==> config.mk <==
export PLATFORM = sky130hd
export DESIGN_NAME = mesh_signed_volume
export DESIGN_NICKNAME = d
export VERILOG_FILES = /design/src/msv_pkg.sv /design/src/msv_datapath.sv /design/src/msv_ctrl.sv /design/src/mesh_signed_volume.sv
export VERILOG_INCLUDE_DIRS = /design/src /design/src/src
export SDC_FILE = /design/constraint.sdc
export NUM_CORES = 2
export LEC_CHECK = 0
export ABC_AREA = 1
export BUFFER_PORTS_ARGS = -buffer_cell sky130_fd_sc_hd__clkbuf_2
export CORE_MARGIN = 8
export CORE_UTILIZATION = 40
export CTS_CLUSTER_SIZE = 8
export DETAILED_ROUTE_END_ITERATION = 16
export GPL_TIMING_DRIVEN = 0
export PLACE_DENSITY = 0.63
export SETUP_SLACK_MARGIN = 0.05
export SLEW_MARGIN = 10
export SYNTH_ARGS = -nofsm -noshare
export SYNTH_HDL_FRONTEND = slang
export SYNTH_HIERARCHICAL = 1
export SYNTH_SLANG_ARGS = --single-unit
==> constraint.sdc <==
create_clock -name clk -period 12.4 [get_ports clk]
set_clock_uncertainty 0.2 [all_clocks]
set_input_delay 0.62 -clock clk [delete_from_list [all_inputs] [get_ports clk]]
set_output_delay 0.62 -clock clk [all_outputs]
set_load 0.03 [all_outputs]
==> src/mesh_signed_volume_macros.svh <==
// ---------------------------------------------------------------------------
// mesh_signed_volume assertion macros
// Clocked assertion helpers used by the controller RTL of the volume block.
// ---------------------------------------------------------------------------
`ifndef MESH_SIGNED_VOLUME_MACROS_SVH
`define MESH_SIGNED_VOLUME_MACROS_SVH

`ifndef NO_ASSERTIONS

`define MSV_ASSERT(label, clk, rst, prop) \
  label: assert property (@(posedge clk) disable iff (rst) prop) \
    else $error("mesh_signed_volume assertion failed");

`define MSV_NEVER(label, clk, rst, expr) \
  label: assert property (@(posedge clk) disable iff (rst) !(expr)) \
    else $error("mesh_signed_volume forbidden condition");

`else

`define MSV_ASSERT(label, clk, rst, prop)

`define MSV_NEVER(label, clk, rst, expr)

`endif

`endif

==> src/msv_pkg.sv <==
// ---------------------------------------------------------------------------
// msv_pkg
// Widths, sequencer steps, FSM states and command types of the volume block.
// ---------------------------------------------------------------------------
package msv_pkg;

  localparam int ID_W        = 16;
  localparam int COORD_W     = 20;
  localparam int VOL_W       = 64;
  localparam int OPND_W      = COORD_W + 1;
  localparam int PROD_W      = 2 * OPND_W;
  localparam int CROSS_W     = 2 * COORD_W + 1;
  localparam int LO_W        = COORD_W;
  localparam int HI_W        = CROSS_W - LO_W;
  localparam int DET_W       = 3 * COORD_W + 2;
  localparam int MUL_STEPS   = 12;
  localparam int DIG_W       = 16;
  localparam int DIV_STEPS   = VOL_W / DIG_W;
  localparam int CNT_W       = 6;
  localparam int STEP_W      = 4;
  localparam int REM_W       = 3;
  localparam int PART_W      = REM_W + DIG_W;
  localparam int RECIP_W     = 20;
  localparam int RECIP_SHIFT = 22;
  localparam int SCALED_W    = PART_W + RECIP_W;
  // ceil(2^22 / 6): exact digit for any partial dividend below 6 * 2^16
  localparam logic [RECIP_W-1:0] RECIP = 20'd699051;

  typedef enum logic [STEP_W-1:0] {
    STEP_BY_CZ = 4'd0,
    STEP_BZ_CY = 4'd1,
    STEP_BZ_CX = 4'd2,
    STEP_BX_CZ = 4'd3,
    STEP_BX_CY = 4'd4,
    STEP_BY_CX = 4'd5,
    STEP_AX_HI = 4'd6,
    STEP_AX_LO = 4'd7,
    STEP_AY_HI = 4'd8,
    STEP_AY_LO = 4'd9,
    STEP_AZ_HI = 4'd10,
    STEP_AZ_LO = 4'd11
  } msv_step_t;

  typedef enum logic [2:0] {
    ST_IDLE,
    ST_MUL,
    ST_ACC,
    ST_PREP,
    ST_DIV,
    ST_EMIT
  } msv_state_t;

  typedef struct packed {
    logic      load_in;
    logic      mul_en;
    msv_step_t mul_step;
    logic      cons_en;
    msv_step_t cons_step;
    logic      acc_en;
    logic      div_start;
    logic      div_en;
    logic      out_load;
  } msv_cmd_t;

  typedef struct packed {
    logic last;
  } msv_stat_t;

endpackage

==> src/msv_datapath.sv <==
// ---------------------------------------------------------------------------
// msv_datapath
// Operand registers, shared multiplier, cross and dot product, saturating
// accumulator, divide-by-six unit and result registers.
// ---------------------------------------------------------------------------
module msv_datapath
  import msv_pkg::*;
(
  input  logic                      clk,
  input  logic                      rst,
  input  msv_cmd_t                  cmd,
  output msv_stat_t                 stat,
  input  logic [ID_W-1:0]           cell_id,
  input  logic signed [COORD_W-1:0] a_x,
  input  logic signed [COORD_W-1:0] a_y,
  input  logic signed [COORD_W-1:0] a_z,
  input  logic signed [COORD_W-1:0] b_x,
  input  logic signed [COORD_W-1:0] b_y,
  input  logic signed [COORD_W-1:0] b_z,
  input  logic signed [COORD_W-1:0] c_x,
  input  logic signed [COORD_W-1:0] c_y,
  input  logic signed [COORD_W-1:0] c_z,
  input  logic                      last_triangle,
  output logic [ID_W-1:0]           out_cell_id,
  output logic signed [VOL_W-1:0]   volume,
  output logic                      saturated
);

  logic [ID_W-1:0]            id_q;
  logic                       last_q;
  logic signed [COORD_W-1:0]  ax, ay, az, bx, by, bz, cx, cy, cz;
  logic signed [OPND_W-1:0]   op_l, op_r;
  logic signed [PROD_W-1:0]   prod, tmp;
  logic signed [CROSS_W-1:0]  cr_x, cr_y, cr_z, cr_new;
  logic signed [DET_W-1:0]    det, prod_ext, prod_hi;
  logic signed [VOL_W-1:0]    sum, det_ext;
  logic signed [VOL_W:0]      sum_wide;
  logic                       clip;
  logic                       neg;
  logic [VOL_W-1:0]           quo;
  logic [REM_W-1:0]           rem;
  logic [PART_W-1:0]          part, part_rem;
  logic [SCALED_W-1:0]        part_scaled;
  logic [DIG_W-1:0]           digit;

  assign stat.last = last_q;

  always_ff @(posedge clk) begin
    if (cmd.load_in) begin
      id_q   <= cell_id;
      last_q <= last_triangle;
      ax <= a_x; ay <= a_y; az <= a_z;
      bx <= b_x; by <= b_y; bz <= b_z;
      cx <= c_x; cy <= c_y; cz <= c_z;
    end
  end

  // operand select for the shared multiplier
  always_comb begin
    case (cmd.mul_step)
      STEP_BY_CZ: begin op_l = OPND_W'(by); op_r = OPND_W'(cz); end
      STEP_BZ_CY: begin op_l = OPND_W'(bz); op_r = OPND_W'(cy); end
      STEP_BZ_CX: begin op_l = OPND_W'(bz); op_r = OPND_W'(cx); end
      STEP_BX_CZ: begin op_l = OPND_W'(bx); op_r = OPND_W'(cz); end
      STEP_BX_CY: begin op_l = OPND_W'(bx); op_r = OPND_W'(cy); end
      STEP_BY_CX: begin op_l = OPND_W'(by); op_r = OPND_W'(cx); end
      STEP_AX_HI: begin op_l = OPND_W'(ax); op_r = OPND_W'(cr_x[CROSS_W-1:LO_W]); end
      STEP_AX_LO: begin op_l = OPND_W'(ax); op_r = {1'b0, cr_x[LO_W-1:0]}; end
      STEP_AY_HI: begin op_l = OPND_W'(ay); op_r = OPND_W'(cr_y[CROSS_W-1:LO_W]); end
      STEP_AY_LO: begin op_l = OPND_W'(ay); op_r = {1'b0, cr_y[LO_W-1:0]}; end
      STEP_AZ_HI: begin op_l = OPND_W'(az); op_r = OPND_W'(cr_z[CROSS_W-1:LO_W]); end
      STEP_AZ_LO: begin op_l = OPND_W'(az); op_r = {1'b0, cr_z[LO_W-1:0]}; end
      default:    begin op_l = '0; op_r = '0; end
    endcase
  end

  always_ff @(posedge clk) begin
    if (cmd.mul_en) begin
      prod <= PROD_W'(op_l) * PROD_W'(op_r);
    end
  end

  assign cr_new   = CROSS_W'(tmp - prod);
  assign prod_ext = DET_W'(prod);
  assign prod_hi  = prod_ext <<< LO_W;

  // consume the previous product
  always_ff @(posedge clk) begin
    if (cmd.cons_en) begin
      case (cmd.cons_step)
        STEP_BY_CZ: tmp  <= prod;
        STEP_BZ_CY: cr_x <= cr_new;
        STEP_BZ_CX: tmp  <= prod;
        STEP_BX_CZ: cr_y <= cr_new;
        STEP_BX_CY: tmp  <= prod;
        STEP_BY_CX: cr_z <= cr_new;
        STEP_AX_HI: det  <= prod_hi;
        STEP_AX_LO: det  <= det + prod_ext;
        STEP_AY_HI: det  <= det + prod_hi;
        STEP_AY_LO: det  <= det + prod_ext;
        STEP_AZ_HI: det  <= det + prod_hi;
        STEP_AZ_LO: det  <= det + prod_ext;
        default:    tmp  <= tmp;
      endcase
    end
  end

  assign det_ext  = VOL_W'(det);
  assign sum_wide = {sum[VOL_W-1], sum} + {det_ext[VOL_W-1], det_ext};

  always_ff @(posedge clk) begin
    if (rst) begin
      sum  <= '0;
      clip <= 1'b0;
    end else if (cmd.acc_en) begin
      if (sum_wide[VOL_W] != sum_wide[VOL_W-1]) begin
        sum  <= sum_wide[VOL_W] ? {1'b1, {(VOL_W-1){1'b0}}} : {1'b0, {(VOL_W-1){1'b1}}};
        clip <= 1'b1;
      end else begin
        sum <= sum_wide[VOL_W-1:0];
      end
    end else if (cmd.out_load) begin
      sum  <= '0;
      clip <= 1'b0;
    end
  end

  // divide magnitude by six, sixteen quotient bits a cycle
  assign part        = {rem, quo[VOL_W-1 -: DIG_W]};
  assign part_scaled = {{RECIP_W{1'b0}}, part} * {{PART_W{1'b0}}, RECIP};
  assign digit       = part_scaled[RECIP_SHIFT +: DIG_W];
  assign part_rem    = part - ({1'b0, digit, 2'b00} + {2'b00, digit, 1'b0});

  always_ff @(posedge clk) begin
    if (cmd.div_start) begin
      neg <= sum[VOL_W-1];
      quo <= sum[VOL_W-1] ? VOL_W'(-sum) : VOL_W'(sum);
      rem <= '0;
    end else if (cmd.div_en) begin
      rem <= part_rem[REM_W-1:0];
      quo <= {quo[VOL_W-DIG_W-1:0], digit};
    end
  end

  always_ff @(posedge clk) begin
    if (cmd.out_load) begin
      out_cell_id <= id_q;
      volume      <= neg ? -$signed(quo) : $signed(quo);
      saturated   <= clip;
    end
  end

endmodule

==> src/msv_ctrl.sv <==
// ---------------------------------------------------------------------------
// msv_ctrl
// Sequencer for the volume block: multiply steps, accumulate, divide and
// result hand-off.
// ---------------------------------------------------------------------------
`include "mesh_signed_volume_macros.svh"

module msv_ctrl
  import msv_pkg::*;
(
  input  logic      clk,
  input  logic      rst,
  input  logic      tri_valid,
  output logic      tri_ready,
  output logic      vol_valid,
  input  logic      vol_ready,
  input  msv_stat_t stat,
  output msv_cmd_t  cmd
);

  msv_state_t       state, state_next;
  logic [CNT_W-1:0] cnt, cnt_next;
  logic             out_free;

  assign out_free = !vol_valid || vol_ready;

  always_ff @(posedge clk) begin
    if (rst) begin
      state     <= ST_IDLE;
      cnt       <= '0;
      vol_valid <= 1'b0;
    end else begin
      state <= state_next;
      cnt   <= cnt_next;
      if (cmd.out_load) begin
        vol_valid <= 1'b1;
      end else if (vol_ready) begin
        vol_valid <= 1'b0;
      end
    end
  end

  always_comb begin
    state_next = state;
    cnt_next   = cnt;
    case (state)
      ST_IDLE: begin
        cnt_next = '0;
        if (tri_valid) begin
          state_next = ST_MUL;
        end
      end
      ST_MUL: begin
        if (cnt == CNT_W'(MUL_STEPS)) begin
          state_next = ST_ACC;
          cnt_next   = '0;
        end else begin
          cnt_next = cnt + 1'b1;
        end
      end
      ST_ACC: begin
        state_next = stat.last ? ST_PREP : ST_IDLE;
      end
      ST_PREP: begin
        state_next = ST_DIV;
        cnt_next   = '0;
      end
      ST_DIV: begin
        if (cnt == CNT_W'(DIV_STEPS - 1)) begin
          state_next = ST_EMIT;
          cnt_next   = '0;
        end else begin
          cnt_next = cnt + 1'b1;
        end
      end
      ST_EMIT: begin
        if (out_free) begin
          state_next = ST_IDLE;
        end
      end
      default: begin
        state_next = ST_IDLE;
        cnt_next   = '0;
      end
    endcase
  end

  always_comb begin
    tri_ready     = 1'b0;
    cmd           = '0;
    cmd.mul_step  = msv_step_t'(cnt[STEP_W-1:0]);
    cmd.cons_step = msv_step_t'(STEP_W'(cnt[STEP_W-1:0] - 1'b1));
    case (state)
      ST_IDLE: begin
        tri_ready   = 1'b1;
        cmd.load_in = tri_valid;
      end
      ST_MUL: begin
        cmd.mul_en  = cnt < CNT_W'(MUL_STEPS);
        cmd.cons_en = cnt != '0;
      end
      ST_ACC:  cmd.acc_en    = 1'b1;
      ST_PREP: cmd.div_start = 1'b1;
      ST_DIV:  cmd.div_en    = 1'b1;
      ST_EMIT: cmd.out_load  = out_free;
      default: tri_ready     = 1'b0;
    endcase
  end

  `MSV_ASSERT(a_load_free, clk, rst, cmd.out_load |-> (!vol_valid || vol_ready))
  `MSV_ASSERT(a_accept_mul, clk, rst, (tri_valid && tri_ready) |=> (state == ST_MUL && cnt == '0))
  `MSV_ASSERT(a_rise_load, clk, rst, $rose(vol_valid) |-> $past(cmd.out_load))
  `MSV_NEVER(a_mul_range, clk, rst, state == ST_MUL && cnt > CNT_W'(MUL_STEPS))

endmodule

==> src/mesh_signed_volume.sv <==
// ---------------------------------------------------------------------------
// mesh_signed_volume
// Signed volume of a closed triangle mesh per cell: accumulates a.(b x c)
// per triangle, divides by six on the last one and reports it.
// ---------------------------------------------------------------------------
//  channel   handshake              payload
//  triangle  tri_valid/tri_ready    cell_id, a_*, b_*, c_*, last_triangle
//  volume    vol_valid/vol_ready    out_cell_id, volume, saturated
//
//  tri_ready stays low after acceptance while a triangle takes twelve
//  products through one shared 21 x 21 multiplier, a drain step and then
//  the saturating add.
//  A last triangle adds setup, a four-step divide by six and emit.
//  The next triangle is taken while a finished volume waits on vol_ready.
//  A new volume waits in the emit state until the result register is free.
//  Reset clears the accumulator, the clip flag and vol_valid.
// ---------------------------------------------------------------------------
module mesh_signed_volume
  import msv_pkg::*;
(
  input  logic                      clk,
  input  logic                      rst,
  input  logic                      tri_valid,
  output logic                      tri_ready,
  input  logic [ID_W-1:0]           cell_id,
  input  logic signed [COORD_W-1:0] a_x,
  input  logic signed [COORD_W-1:0] a_y,
  input  logic signed [COORD_W-1:0] a_z,
  input  logic signed [COORD_W-1:0] b_x,
  input  logic signed [COORD_W-1:0] b_y,
  input  logic signed [COORD_W-1:0] b_z,
  input  logic signed [COORD_W-1:0] c_x,
  input  logic signed [COORD_W-1:0] c_y,
  input  logic signed [COORD_W-1:0] c_z,
  input  logic                      last_triangle,
  output logic                      vol_valid,
  input  logic                      vol_ready,
  output logic [ID_W-1:0]           out_cell_id,
  output logic signed [VOL_W-1:0]   volume,
  output logic                      saturated
);

  msv_cmd_t  cmd;
  msv_stat_t stat;

  msv_ctrl u_ctrl (
    .clk       (clk),
    .rst       (rst),
    .tri_valid (tri_valid),
    .tri_ready (tri_ready),
    .vol_valid (vol_valid),
    .vol_ready (vol_ready),
    .stat      (stat),
    .cmd       (cmd)
  );

  msv_datapath u_datapath (
    .clk           (clk),
    .rst           (rst),
    .cmd           (cmd),
    .stat          (stat),
    .cell_id       (cell_id),
    .a_x           (a_x),
    .a_y           (a_y),
    .a_z           (a_z),
    .b_x           (b_x),
    .b_y           (b_y),
    .b_z           (b_z),
    .c_x           (c_x),
    .c_y           (c_y),
    .c_z           (c_z),
    .last_triangle (last_triangle),
    .out_cell_id   (out_cell_id),
    .volume        (volume),
    .saturated     (saturated)
  );

endmodule

* Yosys cells after proc, flatten, opt, wreduce, memory -nomap -nowiden
Index checks and enable logic that the tools add are counted.
** Storage, ports and cells
- Bits in registers :: 689
- Bits in latches :: 0
- RAM bits :: 0
- Bits in read-only memories :: 0
- Bits of input ports :: 201
- Output and inout bits :: 83
- Logic and storage cells :: 139
- Memories :: 0
** Cells by class
- Add/subtract/negate cells :: 10
- Multipliers :: 2
- Divide/modulo/power cells :: 0
- Magnitude comparators :: 1
- Equal/unequal tests :: 35
- Shift-type cells :: 0
- Multiplexer cells :: 33
- Bitwise gates (word level) :: 0
- Reductions and logical operators :: 30
** Operator list (number)
- $mux 64 :: 8
- $pmux 21 s9 :: 1
- $pmux 62 s3 :: 1
- $neg 64->64 :: 2
- $pmux 21 s6 :: 1
- $add 64x62->65 :: 1
- $add 62x42->62 :: 1
- $add 62x62->62 :: 1
- $mul 21x21->42 :: 1
- $sub 41x41->41 :: 1
- $mul 19x20->38 const B :: 1
- $eq 4x3->1 const B :: 8
- $eq 4x4->1 const B :: 8
- $reduce_or 2->1 :: 11
- $pmux 3 s6 :: 1
- $pmux 6 s3 :: 1
- $eq 4x2->1 const B :: 4
- $mux 1 :: 13
- $mux 3 :: 4
- $mux 6 :: 2
- $reduce_and 2->1 :: 6
- $eq 4x1->1 const B :: 2
- $logic_not 4->1 :: 2
- $ne 2x1->1 const B :: 4
- other kinds (21) :: 26

* Logic depth before layout (Yosys ltp)
- Depth in word-level cells :: 5
- Depth in mapped cells :: 40
- Depth with buffers taken out :: 37

* By module
Netlist, hierarchy kept.
** By module, submodules not included
- msv_datapath :: instances 1, cells an instance 7879, area an instance 64644.5 um2, sequential area each 19708.9 um2
- msv_ctrl :: instances 1, cells an instance 106, area an instance 676.9 um2, sequential area each 200.2 um2

* Least setup slack after synthesis
OpenSTA, ideal clock, no wires.
- Path kind :: input port to flip-flop
- From :: in tri_valid
- To :: reg u_datapath.ax[0] (enable)
- Setup time :: 0.757 ns
- Data arrival time :: 8.752 ns
- Data required time :: 11.443 ns
- Path slack :: 2.691 ns
- Stages on the path :: 2
- Path buffers :: 0
- Path through :: inv_1 > nor2_1
** RTL lines
- from (decl) :: RTL line mesh_signed_volume.sv:23 : input logic tri_valid,
- to (signal assigned) :: RTL line msv_datapath.sv:52 : ax <= a_x; ay <= a_y; az <= a_z;
- to (decl) :: RTL line msv_datapath.sv:31 : logic signed [COORD_W-1:0] ax, ay, az, bx, by, bz, cx, cy, cz;

* Worst setup path after layout
- From :: reg u_ctrl.cnt[0]
- To :: reg u_datapath.prod[40], data pin
** On the way
- Word-level cells in the longest chain between the ends :: 4
- Elaborated cells between the ends (all ways) :: 24
- Classes of those cells :: 1 x mul; 11 x eq/ne; 2 x mux; 10 x reduce/logical
** RTL lines
- from (decl) :: RTL line msv_ctrl.sv:22 : logic [CNT_W-1:0] cnt, cnt_next;
- from (signal assigned) :: RTL line msv_ctrl.sv:34 : cnt <= cnt_next;
- $eq 4x2->1 (tied with other cells) :: RTL line msv_datapath.sv:60 : case (cmd.mul_step)
- $reduce_or 2->1 (no line)
- $pmux 21 s9 / $pmux 21 s6 (equally long branches) :: RTL line msv_datapath.sv:60
- $mul 21x21->42 * :: RTL line msv_datapath.sv:79 : prod <= PROD_W'(op_l) * PROD_W'(op_r);
- to (signal assigned) :: RTL line msv_datapath.sv:79
- to (decl) :: RTL line msv_datapath.sv:33 : logic signed [PROD_W-1:0] prod, tmp;
Every way passes the cells marked *; elsewhere a longest branch is shown, timed or not.
A chain may end at the register's enable or synchronous reset.

==> impl_results.md <==
- Critical Path Start Type: flop
- Top cells by count, synth: 1695 x nand2_1, 1500 x inv_1, 814 x nor2_1, 611 x edfxtp_1, 552 x fa_1
- Worst Hold Class: in -> reg
- Pins Over Slew Limit: 0
- WHS: 0.1165 ns
- Worst reg-to-reg setup slack: between 2 and 2.5 ns
- Ranking of synthesized cells by area: edfxtp_1 28%, fa_1 17%, nand2_1 9.7%
- Sequential Area: 0.01991 mm^2
- Worst skew pair latency: ~0.75 ns
- DP Wirelength: about 200000 um
- Reg2reg path depth: 33
- Final #Nets: 9816
- Area of the multi-input gates: 0.03906 mm^2
- Leading area contributor after synthesis: edfxtp_1
- Cell count after synthesis: 7985
- Initial Util: between 40% and 50%
- RSZ-0062 raised after global routing: no
- Hold Path Stages: 5
- Post_cts resized: 0
- Clk sinks: 689
- Drt pass-1 iters: 6
- Setup Buffers After CTS: 0
- Die X: 420.1 um
- Initial antenna violation count: 7
- Number of CTS-inserted buffers: 99
- Worst setup EP type: flop
- Final setup viols: 0
- Worst setup path startpoint: u_ctrl/cnt[0]$_SDFFE_PP0N_
- Register area share after synthesis: 30.48%
- Slowest stage delay, CP: a little under 0.7 ns
- Yosys reg bits: 689
- Top-count cell post-synth: nand2_1
- Final core occ: 46.11%
- Syn Std Cell Area: 0.06532 mm^2
- CP arrival: 10.33 ns
- Reg2reg start: u_ctrl/cnt[0]$_SDFFE_PP0N_
- Critical path fanouts, max: 10
- Global-route wire length before repair: roughly 360000 um
- Worst hold path startpoint: tri_valid
- CTS H-tree depth: 3
- Number of port buffers: 283
- DRC viols: 0
- Tmin final: between 10 and 15 ns
- Avg Inst Size Synth: 8.181 um^2
- Root Buffer: clkbuf_16
- Syn nets: 9200
- DR vias/cell: 5.394
- Antenna viol nets, final: 0
- CTS clk-pin slew, worst paths: 0.05 ns
- EDFF count, synth: 611
- Unique masters post-synth: 63
- Slowest cell on crit path: fa_1
- Ys flop type: edfxtp_1
- Max clock buf depth: 3
- Fill count: 15960
- Worst-margin pin slew: around 1.4 ns
- I/O Pins: ~280
- Core ar.: 0.1624 mm^2
- Post-synth top area share: 28.09%
- Initial DRC count: around 6500
- Vias in the first global route: 56450
- Synth warn: 6
- Worst flop-to-flop path endpoint: u_datapath/prod[40]$_DFFE_PP_
- Area Overhead vs Synth: 14.64%
- Share of cells above drive strength 1: 7.130%
- DIE AREA: 0.1765 mm^2
- Max-cap check violation count: 0
- WS Path Type: reg -> reg
- Grt ovf: 0
- Slew headroom: 6.473%
- GP Congestion: a little under 1
- Hold Vio Cnt, Final: 0
- Final Cycle Share: 81.03%
- Req. time, crit path: around 13 ns
- Drt wl/cell: 22.28 um
- Largest net degree at the start of global routing: 65
- Num rows: 148
- Setup_tns: 0 ns
- Fmax: approximately 0.1 GHz
- Outcome: completed
- Final wirelength: 241300 um
- CTS tree: done
- Share of async-settable or async-resettable flops after synthesis: 0%
- Vias: 58431
- Worst Hold Path EP: u_ctrl/state[1]$_SDFFE_PP0P_
- GRT Overall Usage: 26.83%
- Die height: 420.1 um
how the worst max path moves through the flow:
stage | slack (ns) | depth (start not counted) | end
global route | 1.76 | 33 | u_datapath/prod[37]$_DFFE_PP_
detailed placement | 2.54 | 33 | u_datapath/prod[40]$_DFFE_PP_
CTS | 2.49 | 33 | u_datapath/prod[40]$_DFFE_PP_
global placement | -0.46 | 3 | u_datapath/ax[13]$_DFFE_PP_
floorplan | 2.69 | 2 | u_datapath/ax[0]$_DFFE_PP_
finish | 2.35 | 33 | u_datapath/prod[40]$_DFFE_PP_
cell families (layout without fill, tap and decap cells):
group,Yosys count,after routing,share of synthesized area [%]
buffers and inverters,1678,2347,9.855
DFF,689,689,30.48
xor gates and xnor gates,231,231,3.097
and+or+nand+nor,3218,3218,20.76
adders and majority gates,1014,1014,25.77
AOI/OAI and AO/OA,1155,1155,10.04
other,0,4,0
placed cells by master, fill, tap and decap left out, drive strengths merged, types with 4 or more instances in the layout:
cell type and instances:
nor4 46, clkbuf 507, a31oi 46, or2 24, clkinv 13, dlygate4sd3 199
nand2 1715, and3 7, a21oi 518, o21ai 355, nor3 87, a21boi 6
nor2 833, ha 462, a22oi 56, inv 1517, o21a 15, xnor2 86
o211ai 26, xor2 145, nand3b 38, diode 4, a211oi 4, edfxtp 611
nand4 97, nand3 365, o22ai 4, o21bai 37, a21o 34, a32o 26
a221oi 8, o31ai 5, o221ai 6, buf 109, fa 552, dfxtp 78
layout make-up:
type                       count  share of cell area [%]
sequential                   689                   26.59
tap                         2175                   3.634
timing repair buffer         515                   5.121
inverter                    1520                   7.619
buffer                       158                  0.9774
clock buffer                 142                   3.566
antenna                        4                 0.01337
clock inverter                12                  0.3191
multi-input combinational   5618                   52.16
metrics by stage:
step / worst slack (ns) / instances / instance area (um^2)
detailed placement: 2.537 / 10476 / 69970
CTS: 2.493 / 10829 / 74870
global placement: -0.4609 / 10443 / 69460
finish: 2.353 / 10833 / 74880
floorplan: 2.691 / 7985 / 65320
global route: 1.765 / 10829 / 74870
sequential cells by signal, indices dropped and copies added, names as in the netlist, 41 cells and up:
| signal | cells |
|---|---|
| u_datapath/volume | 64 |
| u_datapath/quo | 64 |
| u_datapath/tmp | 41 |
| u_datapath/sum | 64 |
| u_datapath/cr_y | 41 |
| u_datapath/cr_z | 41 |
| u_datapath/prod | 42 |
| u_datapath/det | 62 |
| u_datapath/cr_x | 41 |
critical path, delay by kind of cell, from the launching register on:
family	cells	cell delay (ns)
AO/OA/AOI/OAI	3	0.93
adder cells (fa/ha/maj)	8	4.35
XOR/XNOR	1	0.14
flip-flops	1	0.45
AND/OR/NAND/NOR	10	1.76
buffers and inverters	11	1.92
metal layers:
layer  track usage [%]  vias to the layer above  share of wire (%)
li1                  -                    27023                  -
met1             39.92                    28350                 45
met2             39.89                     2729                 42
met3             5.963                      329                 10
met4             5.826                        0                2.4
met5                 0                        -                  0
timing repair:
item                       4_1_cts  5_1_grt
hold endpoints to repair       200        0
hold buffers                   199        0
setup endpoints to repair        0        0
Power is left out: the tool's default activity adds up to more than one toggle a clock period on the data nets, which glitch-free logic cannot reach.
